<file path="src/hw/rtl/efb_pkg.sv">
package efb_pkg;

   // Default cap on the number of gap bytes after the CRC.
   localparam int MAX_GAP_DEF = 32;

   // Register widths and reset values.
   localparam int CSR_DATA_W = 64;
   localparam int CSR_INDEX_W = 3;
   localparam logic [63:0] PREAMBLE_RST = 64'd18110129059318257109;
   localparam logic [47:0] DEST_MAC_RST = 48'd0;
   localparam logic [47:0] SRC_MAC_RST = 48'd0;
   localparam logic [15:0] TYPE_LENGTH_RST = 16'd1500;
   localparam logic [5:0] MIN_GAP_RST = 6'd12;
   localparam logic [7:0] GAP_BYTE_RST = 8'd7;
   localparam logic [31:0] CRC_POLY_RST = 32'd79764919;
   localparam logic [31:0] CRC_INIT = 32'hFFFF_FFFF;
   localparam logic [31:0] CRC_TOP_BIT = 32'h8000_0000;

   // Register indexes of the configuration port.
   typedef enum logic [CSR_INDEX_W-1:0] {
      REG_PREAMBLE = 3'd0,
      REG_DEST_MAC = 3'd1,
      REG_SRC_MAC = 3'd2,
      REG_TYPE_LENGTH = 3'd3,
      REG_MIN_GAP = 3'd4,
      REG_GAP_BYTE = 3'd5,
      REG_CRC_POLY = 3'd6
   } reg_index_type;

   // Kind codes carried with every output byte.
   typedef enum logic [2:0] {
      KIND_PREAMBLE = 3'd0,
      KIND_HEADER = 3'd1,
      KIND_PAYLOAD = 3'd2,
      KIND_CRC = 3'd3,
      KIND_GAP = 3'd4
   } kind_type;

   // Program steps of the sequencer.
   typedef enum logic [2:0] {
      S_PRE = 3'd0,
      S_DST = 3'd1,
      S_SRC = 3'd2,
      S_TL = 3'd3,
      S_PAY = 3'd4,
      S_CRC = 3'd5,
      S_GAP = 3'd6,
      S_PAD = 3'd7
   } step_type;

   // Byte source of a step.
   typedef enum logic [2:0] {
      SEL_PRE,
      SEL_DST,
      SEL_SRC,
      SEL_TL,
      SEL_DATA,
      SEL_CRC,
      SEL_GAP
   } sel_type;

   // How the byte count of a step is found.
   typedef enum logic [1:0] {
      LEN_CONST,
      LEN_GAP,
      LEN_PAD
   } len_type;

   // What follows the last byte of a step.
   typedef enum logic [1:0] {
      JMP_NEXT,
      JMP_IF_LAST,
      JMP_END
   } jump_type;

   // One control word of the program.
   typedef struct packed {
      sel_type sel;
      kind_type kind;
      len_type len_mode;
      logic [3:0] len;
      logic crc_en;
      jump_type jump;
      step_type next;
   } ctl_type;

   // The program: one control word per step.
   function automatic ctl_type ucode(step_type s);
      ctl_type c;
      case (s)
         S_PRE: c = '{SEL_PRE, KIND_PREAMBLE, LEN_CONST, 4'd8, 1'b0, JMP_NEXT, S_DST};
         S_DST: c = '{SEL_DST, KIND_HEADER, LEN_CONST, 4'd6, 1'b1, JMP_NEXT, S_SRC};
         S_SRC: c = '{SEL_SRC, KIND_HEADER, LEN_CONST, 4'd6, 1'b1, JMP_NEXT, S_TL};
         S_TL: c = '{SEL_TL, KIND_HEADER, LEN_CONST, 4'd2, 1'b1, JMP_NEXT, S_PAY};
         S_PAY: c = '{SEL_DATA, KIND_PAYLOAD, LEN_CONST, 4'd1, 1'b1, JMP_IF_LAST, S_CRC};
         S_CRC: c = '{SEL_CRC, KIND_CRC, LEN_CONST, 4'd4, 1'b0, JMP_NEXT, S_GAP};
         S_GAP: c = '{SEL_GAP, KIND_GAP, LEN_GAP, 4'd0, 1'b0, JMP_NEXT, S_PAD};
         S_PAD: c = '{SEL_GAP, KIND_GAP, LEN_PAD, 4'd0, 1'b0, JMP_END, S_PRE};
         default: c = '{SEL_GAP, KIND_GAP, LEN_CONST, 4'd0, 1'b0, JMP_END, S_PRE};
      endcase
      return c;
   endfunction

endpackage

</file>
<file path="src/hw/rtl/ethernet_frame_builder_top.sv">
// Channel   Direction  Beat contents
// req_*     in         tdata[7:0] payload byte, tlast = last payload byte of frame
// rsp_*     out        tdata[7:0] framed byte, tuser[2:0] kind, tuser[3] end of run,
//                      tlast = final byte of the padded frame
// csr_*     in         write enable, register index, write data (no read-back)
//
// A payload byte inside a frame is taken as the one before it is sent, so payload flows
// at one byte per cycle while the output is not stalled.
// The first byte of a frame follows the preamble and header; the last is followed by
// the CRC, the gap and the pad bytes. Each byte passes through a single output register.
// Reset is synchronous and returns the configuration, control state and CRC to their defaults.
// A stalled result stops the sequencer; the input is taken again when the run ends.
module ethernet_frame_builder_top
   import efb_pkg::*;
#(
   parameter int MAX_GAP = MAX_GAP_DEF
) (
   input  logic                   clock,
   input  logic                   reset,
   // Payload input.
   input  logic                   req_tvalid,
   output logic                   req_tready,
   input  logic [7:0]             req_tdata,   // data_byte
   input  logic                   req_tlast,
   // Framed output.
   output logic                   rsp_tvalid,
   input  logic                   rsp_tready,
   output logic [7:0]             rsp_tdata,   // out_byte
   output logic [3:0]             rsp_tuser,   // kind [2:0], end_of_run [3]
   output logic                   rsp_tlast,
   // Configuration writes.
   input  logic                   csr_wr_en,
   input  logic [CSR_INDEX_W-1:0] csr_index,
   input  logic [CSR_DATA_W-1:0]  csr_wr_data
);

   // The byte counter holds the longest step length less one.
   localparam int LONGEST = (MAX_GAP > 8) ? MAX_GAP : 8;
   localparam int CW = $clog2(LONGEST + 1);

   // Configuration registers.
   logic [63:0] pre_ff;
   logic [47:0] dst_ff;
   logic [47:0] src_ff;
   logic [15:0] tl_ff;
   logic [5:0]  min_gap_ff;
   logic [7:0]  gap_ff;
   logic [31:0] poly_ff;

   // Sequencer and frame state.
   logic          busy_ff, busy_in;
   step_type      step_ff, step_in;
   logic [CW-1:0] cnt_ff, cnt_in;
   logic          in_frame_ff, in_frame_in;
   logic [31:0]   crc_ff, crc_in;
   logic [1:0]    mod_ff, mod_in;
   logic [7:0]    data_ff, data_in;
   logic          last_ff, last_in;

   // Output register.
   logic       rsp_valid_ff, rsp_valid_in;
   logic [7:0] rsp_byte_ff, rsp_byte_in;
   kind_type   rsp_kind_ff, rsp_kind_in;
   logic       rsp_eor_ff, rsp_eor_in;
   logic       rsp_eof_ff, rsp_eof_in;

   // Decode and control.
   ctl_type       ctl, ctl1, ctl2;
   step_type      nxt, start;
   logic [CW-1:0] gap_len;
   logic [1:0]    pad_len;
   logic          last_byte, done, eor, eof, emit, accept;
   logic [7:0]    byte_val;
   logic [31:0]   crc_fin;

   // One byte through the CRC, MSB first.
   function automatic logic [31:0] crc_feed(logic [31:0] c, logic [7:0] b, logic [31:0] p);
      logic [31:0] r;
      r = c ^ {b, 24'd0};
      for (int k = 0; k < 8; k++) begin
         if ((r & CRC_TOP_BIT) != 32'd0) begin
            r = {r[30:0], 1'b0} ^ p;
         end else begin
            r = {r[30:0], 1'b0};
         end
      end
      return r;
   endfunction

   // Byte count of a step.
   function automatic logic [CW-1:0] len_of(ctl_type c, logic [CW-1:0] g, logic [1:0] pd);
      logic [CW-1:0] l;
      case (c.len_mode)
         LEN_CONST: l = CW'(c.len);
         LEN_GAP: l = g;
         LEN_PAD: l = CW'(pd);
         default: l = '0;
      endcase
      return l;
   endfunction

   // Configuration writes; bits beyond a register's width are dropped.
   always_ff @(posedge clock) begin
      if (reset) begin
         pre_ff <= PREAMBLE_RST;
         dst_ff <= DEST_MAC_RST;
         src_ff <= SRC_MAC_RST;
         tl_ff <= TYPE_LENGTH_RST;
         min_gap_ff <= MIN_GAP_RST;
         gap_ff <= GAP_BYTE_RST;
         poly_ff <= CRC_POLY_RST;
      end else if (csr_wr_en) begin
         case (csr_index)
            REG_PREAMBLE: pre_ff <= csr_wr_data;
            REG_DEST_MAC: dst_ff <= csr_wr_data[47:0];
            REG_SRC_MAC: src_ff <= csr_wr_data[47:0];
            REG_TYPE_LENGTH: tl_ff <= csr_wr_data[15:0];
            REG_MIN_GAP: min_gap_ff <= csr_wr_data[5:0];
            REG_GAP_BYTE: gap_ff <= csr_wr_data[7:0];
            REG_CRC_POLY: poly_ff <= csr_wr_data[31:0];
            default: ;
         endcase
      end
   end

   // Gap count capped at the limit; pad count fills to a multiple of four after this byte.
   assign gap_len = ({1'b0, min_gap_ff} > 7'(MAX_GAP)) ? CW'(MAX_GAP) : CW'(min_gap_ff);
   assign pad_len = ~mod_ff;
   assign crc_fin = ~crc_ff;

   // Byte source selection.
   always_comb begin
      ctl = ucode(step_ff);
      case (ctl.sel)
         SEL_PRE: byte_val = pre_ff[8*cnt_ff[2:0] +: 8];
         SEL_DST: byte_val = dst_ff[8*cnt_ff[2:0] +: 8];
         SEL_SRC: byte_val = src_ff[8*cnt_ff[2:0] +: 8];
         SEL_TL: byte_val = tl_ff[8*cnt_ff[0] +: 8];
         SEL_DATA: byte_val = data_ff;
         SEL_CRC: byte_val = crc_fin[8*cnt_ff[1:0] +: 8];
         default: byte_val = gap_ff;
      endcase
   end

   // Jump resolution: empty gap and pad steps are passed over.
   always_comb begin
      nxt = ctl.next;
      done = 1'b0;
      ctl1 = ucode(ctl.next);
      ctl2 = ucode(ctl1.next);
      if (ctl.jump == JMP_END || (ctl.jump == JMP_IF_LAST && !last_ff)) begin
         done = 1'b1;
      end else if (len_of(ctl1, gap_len, pad_len) == '0) begin
         if (ctl1.jump == JMP_END || len_of(ctl2, gap_len, pad_len) == '0) begin
            done = 1'b1;
         end else begin
            nxt = ctl1.next;
         end
      end
   end

   assign last_byte = (cnt_ff == '0);
   assign eor = last_byte && done;
   assign eof = eor && (ctl.jump != JMP_IF_LAST);
   assign emit = busy_ff && (!rsp_valid_ff || rsp_tready);
   assign req_tready = !busy_ff || (emit && eor);
   assign accept = req_tvalid && req_tready;
   assign start = (in_frame_ff && !eof) ? S_PAY : S_PRE;

   // Next state of the sequencer, the frame state and the output register.
   always_comb begin
      busy_in = busy_ff;
      step_in = step_ff;
      cnt_in = cnt_ff;
      in_frame_in = in_frame_ff;
      crc_in = crc_ff;
      mod_in = mod_ff;
      data_in = data_ff;
      last_in = last_ff;
      rsp_valid_in = rsp_valid_ff && !rsp_tready;
      rsp_byte_in = rsp_byte_ff;
      rsp_kind_in = rsp_kind_ff;
      rsp_eor_in = rsp_eor_ff;
      rsp_eof_in = rsp_eof_ff;
      if (emit) begin
         rsp_valid_in = 1'b1;
         rsp_byte_in = byte_val;
         rsp_kind_in = ctl.kind;
         rsp_eor_in = eor;
         rsp_eof_in = eof;
         mod_in = mod_ff + 2'd1;
         if (ctl.crc_en) begin
            crc_in = crc_feed(crc_ff, byte_val, poly_ff);
         end
         if (!last_byte) begin
            cnt_in = cnt_ff - CW'(1);
         end else if (done) begin
            busy_in = 1'b0;
         end else begin
            step_in = nxt;
            cnt_in = len_of(ucode(nxt), gap_len, pad_len) - CW'(1);
         end
         if (eof) begin
            crc_in = CRC_INIT;
            in_frame_in = 1'b0;
         end
      end
      if (accept) begin
         busy_in = 1'b1;
         step_in = start;
         cnt_in = len_of(ucode(start), gap_len, pad_len) - CW'(1);
         data_in = req_tdata;
         last_in = req_tlast;
         in_frame_in = 1'b1;
      end
   end

   // Control state registers.
   always_ff @(posedge clock) begin
      if (reset) begin
         busy_ff <= 1'b0;
         step_ff <= S_PRE;
         cnt_ff <= '0;
         in_frame_ff <= 1'b0;
         crc_ff <= CRC_INIT;
         mod_ff <= 2'd0;
         rsp_valid_ff <= 1'b0;
      end else begin
         busy_ff <= busy_in;
         step_ff <= step_in;
         cnt_ff <= cnt_in;
         in_frame_ff <= in_frame_in;
         crc_ff <= crc_in;
         mod_ff <= mod_in;
         rsp_valid_ff <= rsp_valid_in;
      end
   end

   // Payload registers.
   always_ff @(posedge clock) begin
      data_ff <= data_in;
      last_ff <= last_in;
      rsp_byte_ff <= rsp_byte_in;
      rsp_kind_ff <= rsp_kind_in;
      rsp_eor_ff <= rsp_eor_in;
      rsp_eof_ff <= rsp_eof_in;
   end

   assign rsp_tvalid = rsp_valid_ff;
   assign rsp_tdata = rsp_byte_ff;
   assign rsp_tuser = {rsp_eor_ff, rsp_kind_ff};
   assign rsp_tlast = rsp_eof_ff;

   // The end of a frame is always the end of a run.
   a_eof_eor: assert property (@(posedge clock) disable iff (reset)
      rsp_valid_ff && rsp_eof_ff |-> rsp_eor_ff)
      else $error("frame end without run end");

   // A padded frame ends on a four-byte boundary.
   a_eof_align: assert property (@(posedge clock) disable iff (reset)
      rsp_valid_ff && rsp_eof_ff |-> mod_ff == 2'd0)
      else $error("frame length not a multiple of four");

   // The CRC is back at its initial value once a frame has ended.
   a_eof_crc: assert property (@(posedge clock) disable iff (reset)
      rsp_valid_ff && rsp_eof_ff |-> crc_ff == CRC_INIT)
      else $error("CRC not restored after frame end");

   // No input is taken during the preamble and header, nor before the last CRC byte.
   a_no_take_mid: assert property (@(posedge clock) disable iff (reset)
      busy_ff && (step_ff == S_PRE || step_ff == S_DST || step_ff == S_SRC ||
                  step_ff == S_TL || (step_ff == S_CRC && cnt_ff != '0)) |-> !req_tready)
      else $error("input taken during header or trailer");

   // A stalled result holds its byte while the sequencer waits.
   a_stall_hold: assert property (@(posedge clock) disable iff (reset)
      rsp_valid_ff && !rsp_tready && busy_ff |=> $stable(rsp_byte_ff) && $stable(step_ff))
      else $error("result changed during stall");

endmodule

</file>
<file path="config.mk">
export PLATFORM = sky130hd
export DESIGN_NAME = ethernet_frame_builder_top
export DESIGN_NICKNAME = d
export VERILOG_FILES = /design/src/hw/rtl/efb_pkg.sv /design/src/hw/rtl/ethernet_frame_builder_top.sv
export SDC_FILE = /design/constraint.sdc
export NUM_CORES = 1
export LEC_CHECK = 0
export BUFFER_PORTS_ARGS = -buffer_cell sky130_fd_sc_hd__buf_2
export CORE_MARGIN = 3
export CORE_UTILIZATION = 25
export DETAILED_ROUTE_END_ITERATION = 12
export PLACE_DENSITY = 0.5
export RECOVER_POWER = 50
export SYNTH_ARGS = -nofsm -noshare
export SYNTH_HDL_FRONTEND = slang
export SYNTH_SLANG_ARGS = --single-unit
</file>
<file path="constraint.sdc">
create_clock -name clock -period 5 [get_ports clock]
set_input_delay 0.75 -clock clock [delete_from_list [all_inputs] [get_ports clock]]
set_output_delay 0.75 -clock clock [all_outputs]
set_load 0.01 [all_outputs]
</file>
==> results.py, run 1 <==
metrics = {
    "run_status": {
        "status": "finished with violations",
        "violations": "max-capacitance violations, max-slew violations, negative setup slack",
    },
    "clock_tree": {
        "cts.clk_slew.worst_paths_ps": 60,
        "clockRootBuffer": "clkbuf_16",
        "cts_htree_levels": 2,
        "cts.sinks": 302,
        "clk_latency_ps": 580,
        "cts_buffer_depth": 3,
        "cts_buffers": 38,
        "cts_tree": "yes",
    },
    "logic_synthesis": {
        "synthCells": 2303,
        "syn_nets": 2402,
        "async_reset_ff_frac": 0,
        "netlist_area_mm2": 0.0180,
        "ys_seq_elements": 302,
        "yosys_warnings": 0,
        "synth-edff-count": 22,
        "synth.avg_cell_area_um2": 7.82,
        "synthFlopType": "dfxtp_1",
        "synth_cell_type_count": 92,
        "ys_seq_area_frac": 0.348,
    },
    "drt": {
        "vias": 17000,
        "drc": 0,
        "firstDrtPassIters": 5,
        "vias_per_cell": 4.91,
        "drt-total-wl_mm": 65.6,
        "wl_per_cell_um": 19.0,
        "ant_nets": 0,
        "drt_iter0_markers": 1226,
    },
    "placement": {
        "dpl.cell_count": 3355,
        "gp_congestion": 0.868,
        "dpl_worst_slack_ps": -586,
        "numPortBuffers": 95,
        "place_hpwl_mm": 45.2,
        "place_area_mm2": 0.0207,
    },
    "grt": {
        "grt-ovfl-total": 0,
        "grt_max_degree": 96,
        "grt_pass1_wl_mm": 99.9,
        "grt_pass1_vias": 16500,
        "grt_antenna_before_repair": 1,
        "grt_use_total": 0.170,
    },
    "timing": {
        "worstMarginPinSlew_ps": 4210,
        "fmax_mhz": 185,
        "skew_ps": 29.0,
        "finalCritPeriodShare": 1.08,
        "period_minus_slack_ps": 5390,
        "slew_headroom": -1.81,
        "rsz0062_at_grt": "true",
        "fin_ws_ps": -394,
        "final_hold_viol_count": 0,
        "final_max_slew_viol_count": 96,
        "setup_viol": 32,
    },
    "final_layout": {
        "multi_input_area_mm2": 0.0115,
        "syn2layout_area_growth_pct": 27.5,
        "drive_above_1_share": 0.224,
        "utilization": 0.325,
        "regArea_mm2": 0.00628,
        "final_area_mm2": 0.0229,
        "nets": 2589,
        "fillCellCount": 7488,
        "instances_no_fill": 3457,
        "diodes": 0,
    },
    "worst_hold_path": {
        "hold_end": "last_ff$_DFFE_PP_",
        "whs_path_depth": 1,
        "hold_class": "in -> reg",
        "hold_start": "req_tlast",
    },
    "floorplan": {
        "ios": 96,
        "die_height_um": 274,
        "rows": 97,
        "start_util": 0.255,
        "core_mm2": 0.0706,
        "die_x_um": 274,
        "die_area_mm2": 0.0753,
    },
    "power_and_ir_drop": {
        "power.density_mw_per_mm2": 593,
        "peakVddDrop_v": 0.000431,
        "p_total_mw": 13.6,
        "p_leak_nw": 8.50,
    },
    "worst_setup_path": {
        "cp-end-kind": "flop",
        "critPathSlowestCell": "or3_4",
        "critical_path_required_ps": 5450,
        "critPathLaunchType": "flop",
        "path_max_fanout": 8,
        "worstReg2RegStart": "cnt_ff[0]$_SDFFE_PP0P_",
        "reg2reg_slack_ps": -390,
        "rr_worst_depth": 26,
        "arrival_ps": 5840,
        "r2r_end": "crc_ff[30]$_SDFFE_PP1P_",
        "worstSetupPathType": "reg -> reg",
        "slowest_delay_ps": 390,
    },
    "flow_run": {
        "cap_viol_max_count": 1,
    },
}
synth_stat cells (7+ instances only):
| master | count | area, um2 |
|---|---|---|
| and3_1 | 10 | 62.6 |
| clkbuf_1 | 134 | 503 |
| a211o_1 | 8 | 70.1 |
| mux4_2 | 10 | 225 |
| edfxtp_1 | 22 | 661 |
| nand2b_1 | 20 | 125 |
| nor2b_1 | 17 | 106 |
| or3_1 | 9 | 56.3 |
| o211ai_1 | 11 | 82.6 |
| nand3b_1 | 64 | 480 |
| xnor2_1 | 163 | 1430 |
| o22a_1 | 53 | 464 |
| mux2i_1 | 26 | 260 |
| nand3_1 | 21 | 105 |
| nor3_1 | 29 | 145 |
| a211oi_1 | 7 | 52.6 |
| buf_1 | 13 | 48.8 |
| a21oi_1 | 201 | 1010 |
| o22ai_1 | 15 | 93.8 |
| o21ai_0 | 57 | 285 |
| xnor2_2 | 20 | 325 |
| xor2_1 | 63 | 552 |
| buf_2 | 24 | 120 |
| a22oi_1 | 9 | 67.6 |
| o221ai_1 | 18 | 158 |
| buf_4 | 11 | 82.6 |
| a31oi_1 | 12 | 75.1 |
| nand2_1 | 713 | 2680 |
| a2111oi_0 | 12 | 105 |
| dfxtp_1 | 280 | 5610 |
| and2_1 | 11 | 68.8 |
| ha_1 | 18 | 225 |
| inv_1 | 18 | 67.6 |
| mux2_2 | 9 | 101 |
| nor2_1 | 63 | 236 |
metrics by stage:
step / hold slack [ps] / TNS, ps
floorplan: 386 / -66.8
global placement: 392 / -15260
detailed placement: 394 / -17510
CTS: 335 / -11210
global route: 350 / -32370
finish: 361 / -11000
what timing repair did:
| item | in CTS | in global routing |
|---|---|---|
| pin swaps | 21 | 39 |
| endpoints found under the hold margin | 0 | 0 |
| endpoints found under the setup margin | 32 | 32 |
| gates resized for setup | 91 | 66 |
| cloned | 4 | 2 |
| setup buffers | 27 | 7 |
| hold buffers | 0 | 0 |
state kept, by name, indices dropped and copies added (netlist names), 12 cells and up:
signal / flops
src_ff: 48
tl_ff: 16
dst_ff: 48
poly_ff: 32
pre_ff: 64
crc_ff: 32
ctl: 12
layer usage:
layer | global-route usage | wire length [um]
met3 | 0.0202 | 3260
met1 | 0.224 | 29000
met5 | 0 | 0
met2 | 0.289 | 31300
met4 | 0.0555 | 2010
report_power, final:
| part | switching [mW] | internal [mW] |
|---|---|---|
| clock network | 1.15 | 1.70 |
| logic | 3.88 | 4.14 |
| registers | 0.149 | 2.58 |
| total | 5.19 | 8.42 |
kinds of logic after synthesis:
kind of cell,share of synthesized area
buf+inv,0.0498
mux,0.0334
simple gates,0.249
flops,0.348
fa+ha+maj,0.0125
compound gates,0.175
xor+xnor,0.133
critical path: cells and delay by family, from the launching register on:
kind | cells | cell delay, ps
and+or+nand+nor | 7 | 1570
buffers and inverters | 8 | 1150
muxes | 2 | 540
DFF | 1 | 360
AOI/OAI and AO/OA | 6 | 1130
xor gates and xnor gates | 3 | 520
cell type report:
cell class,instances,share of cell area
tap,940,0.0513
clock inverter,14,0.00916
timing repair buffer,334,0.113
sequential,302,0.274
clock buffer,53,0.0461
inverter,23,0.00393
multi-input combinational,1791,0.503
worst max-delay path by stage:
| stage | startpoint | endpoint | slack (ps) | cells past startpoint |
|---|---|---|---|---|
| global route | ctl[16]$_DFF_P_ | crc_ff[26]$_SDFFE_PP1P_ | -580 | 27 |
| detailed placement | ctl[16]$_DFF_P_ | crc_ff[14]$_SDFFE_PP1P_ | -590 | 24 |
| finish | cnt_ff[0]$_SDFFE_PP0P_ | crc_ff[30]$_SDFFE_PP1P_ | -390 | 26 |
| floorplan | cnt_ff[0]$_SDFFE_PP0P_ | crc_ff[4]$_SDFFE_PP1P_ | -10 | 21 |
| global placement | ctl[16]$_DFF_P_ | crc_ff[1]$_SDFFE_PP1P_ | -530 | 24 |
| CTS | cnt_ff[0]$_SDFFE_PP0P_ | crc_ff[23]$_SDFFE_PP1P_ | -380 | 26 |
cells in the final DEF (no fill, tap or decap), types with 14 or more instances in the layout:
| master | Yosys | layout |
|---|---|---|
| o221ai_1 | 18 | 15 |
| clkbuf_1 | 134 | 29 |
| xnor2_1 | 163 | 149 |
| clkbuf_16 | 0 | 39 |
| nor2_1 | 63 | 54 |
| nor3_1 | 29 | 23 |
| o22a_1 | 53 | 53 |
| edfxtp_1 | 22 | 22 |
| nand2b_1 | 20 | 19 |
| buf_2 | 24 | 76 |
| xnor2_2 | 20 | 33 |
| nand3b_1 | 64 | 64 |
| o21ai_0 | 57 | 51 |
| a21oi_1 | 201 | 199 |
| buf_12 | 0 | 18 |
| mux2i_1 | 26 | 24 |
| nand2_2 | 4 | 40 |
| xor2_1 | 63 | 61 |
| nand2_1 | 713 | 673 |
| nor2b_1 | 17 | 14 |
| dfxtp_1 | 280 | 276 |
| buf_6 | 5 | 16 |
| buf_4 | 11 | 197 |
| inv_1 | 18 | 17 |
| ha_1 | 18 | 18 |
| nand3_1 | 21 | 20 |
| o22ai_1 | 15 | 14 |
Power figures use the tool's default switching activity.
==> run 2: changes to the inputs <==
--- a/config.mk
+++ b/config.mk
@@ -5,7 +5,9 @@
 export SDC_FILE = /design/constraint.sdc
 export NUM_CORES = 1
 export LEC_CHECK = 0
+export ABC_AREA = 1
 export BUFFER_PORTS_ARGS = -buffer_cell sky130_fd_sc_hd__buf_2
+export CAP_MARGIN = 5
 export CORE_MARGIN = 3
 export CORE_UTILIZATION = 25
 export DETAILED_ROUTE_END_ITERATION = 12
==> results.py, run 2 <==
metrics = {
    "drt": {
        "firstDrtPassIters": 5,
        "drc": 0,
        "wl_per_cell_um": 17.2,
        "drt-total-wl_mm": 69.2,
        "drt_iter0_markers": 1311,
        "vias": 18800,
        "ant_nets": 0,
        "vias_per_cell": 4.67,
    },
    "clock_tree": {
        "cts_buffers": 39,
        "clk_latency_ps": 570,
        "cts.sinks": 302,
        "cts.clk_slew.worst_paths_ps": 60,
        "cts_tree": "yes",
        "cts_htree_levels": 2,
        "clockRootBuffer": "clkbuf_16",
        "cts_buffer_depth": 3,
    },
    "timing": {
        "period_minus_slack_ps": 4620,
        "final_max_slew_viol_count": 222,
        "final_hold_viol_count": 0,
        "setup-tns-final_ps": 0,
        "finalCritPeriodShare": 0.924,
        "skew_ps": 29.5,
        "fmax_mhz": 217,
        "worstMarginPinSlew_ps": 3330,
        "setup_viol": 0,
        "slew_headroom": -1.22,
    },
    "logic_synthesis": {
        "synth_common_cells": "nand2_1, nor2_1, nand3_1",
        "yosys_warnings": 0,
        "netlist_area_mm2": 0.0188,
        "ys_seq_area_frac": 0.334,
        "synth_top_area_frac": 0.298,
        "synth_cell_type_count": 46,
        "async_reset_ff_frac": 0,
        "ys_seq_elements": 302,
        "synth.avg_cell_area_um2": 6.27,
        "synth.most_common_cell": "nand2_1",
        "synth-edff-count": 22,
        "synthFlopType": "dfxtp_1",
        "syn_nets": 3094,
        "synth_top_area_cell": "dfxtp_1",
        "synth_area_leaders": "dfxtp_1, nand2_1, nand3_1",
        "synthCells": 2995,
    },
    "worst_setup_path": {
        "path_max_fanout": 14,
        "cp-end-kind": "flop",
        "critPathSlowestCell": "dfxtp_2",
        "critical_path_required_ps": 5450,
        "path_common_cell": "nand2_1",
        "arrival_ps": 5070,
        "critPathLaunchType": "flop",
        "worstSetupPathType": "reg -> reg",
        "slowest_delay_ps": 360,
    },
    "final_layout": {
        "syn2layout_area_growth_pct": 16.0,
        "largest_register_ffs": 64,
        "regArea_mm2": 0.00627,
        "nets": 3134,
        "utilization": 0.296,
        "top_regs": "pre_ff: 64 flops, dst_ff: 48 flops, src_ff: 48 flops",
        "multi_input_area_mm2": 0.0107,
        "layout_commonest_cell": "nand2_1",
        "drive_above_1_share": 0.109,
        "layout_common_cells": "nand2_1, nor2_1, nand3_1",
        "fillCellCount": 8121,
        "top_register": "pre_ff",
    },
    "grt": {
        "grt_antenna_before_repair": 9,
        "grt_use_total": 0.170,
        "grt_pass1_vias": 17100,
        "grt_max_degree": 79,
        "grt-ovfl-total": 0,
        "grt_pass1_wl_mm": 105,
    },
    "floorplan": {
        "ios": 96,
        "die_area_mm2": 0.0785,
        "die_x_um": 280,
        "start_util": 0.255,
        "core_mm2": 0.0737,
        "die_height_um": 280,
        "rows": 99,
    },
    "flow_run": {
        "cap_viol_max_count": 4,
    },
    "run_status": {
        "violations": "max-capacitance violations, max-slew violations",
        "status": "finished with violations",
    },
    "power_and_ir_drop": {
        "peakVddDrop_v": 0.000243,
        "power.density_mw_per_mm2": 473,
        "p_leak_nw": 10.3,
    },
    "placement": {
        "gp_congestion": 0.841,
        "place_hpwl_mm": 48.6,
        "numPortBuffers": 95,
    },
    "worst_hold_path": {
        "hold_class": "in -> reg",
    },
}
run 2: cell types whose count changed after synthesis, moves of 59 or more:
cell / before / now
o21ai_0: 57 / 227
nand3b_1: 64 / 5
a21oi_1: 201 / 127
inv_1: 18 / 237
nand3_1: 21 / 340
nor2_1: 63 / 446
xnor2_1: 163 / 40
nand2_1: 713 / 822
run 2: area by class of cell:
cell class                      count  share of cell area
Inverter                          271              0.0470
Clock inverter                     15             0.00839
Sequential cell                   302               0.288
Timing Repair Buffer              183              0.0599
Antenna cell                        4            0.000459
Clock buffer                       56              0.0520
Tap cell                          959              0.0551
Multi-Input combinational cell   2238               0.489
run 2: cells by family after synthesis:
family / Yosys count / share of synthesized area
AND/OR/NAND/NOR: 1715 / 0.390
buffers and inverters: 455 / 0.104
AO/OA/AOI/OAI: 421 / 0.121
flip-flops: 302 / 0.334
XOR/XNOR: 83 / 0.0391
adder cells (fa/ha/maj): 18 / 0.0120
multiplexers: 1 / 0.000533
run 2: stage by stage:
stage / setup slack, ps / hold slack, ps / power [mW] / cells / instance area [um2]
after CTS: 115 / 344 / 10.2 / 4010 / 21600
final: 382 / 371 / 10.3 / 4028 / 21800
after floorplan: 1330 / 386 / 6.12 / 2995 / 18800
after detailed placement: 135 / 389 / 7.24 / 3939 / 20200
after global routing: -12.2 / 355 / 11.1 / 4025 / 21800
after global placement: 180 / 387 / 7.22 / 3939 / 20200
run 2: repair_timing:
action                     CTS  global route
hold buffers                 0             0
setup endpoints to repair    0            32
buffers inserted             0            11
gates resized for setup      0            28
run 2: path summary, 6_finish.rpt:
kind / slack (ps) / from / cells past startpoint / to
hold / removal: 370 / req_tlast / 1 / last_ff$_DFFE_PP_
setup reg to reg: 380 / ctl[17]$_DFF_P_ / 36 / crc_ff[11]$_SDFFE_PP1P_
setup / recovery: 380 / ctl[17]$_DFF_P_ / 36 / crc_ff[11]$_SDFFE_PP1P_
hold reg to reg: 400 / ctl[13]$_SDFF_PN0_ / 0 / rsp_kind_ff[1]$_DFFE_PP_
run 2: routing by layer:
metal  track usage  up-vias  part of all wire
met4        0.0638       10             0.036
met2         0.283      425              0.46
met3        0.0271      128             0.049
met5             0        -           0.00082
li1              -     9634                 -
met1         0.223     8605              0.45
run 2: where the power goes:
group          internal, mW  switching, mW
clock network          1.74           1.18
registers              2.57          0.126
logic                  1.68           3.01
total                  5.99           4.32
run 2: worst max-delay path: cells and delay by family (launching register included):
| family | cells | cell delay, ps |
|---|---|---|
| compound gates | 1 | 60 |
| simple gates | 30 | 3430 |
| flops | 1 | 360 |
| buf+inv | 5 | 580 |
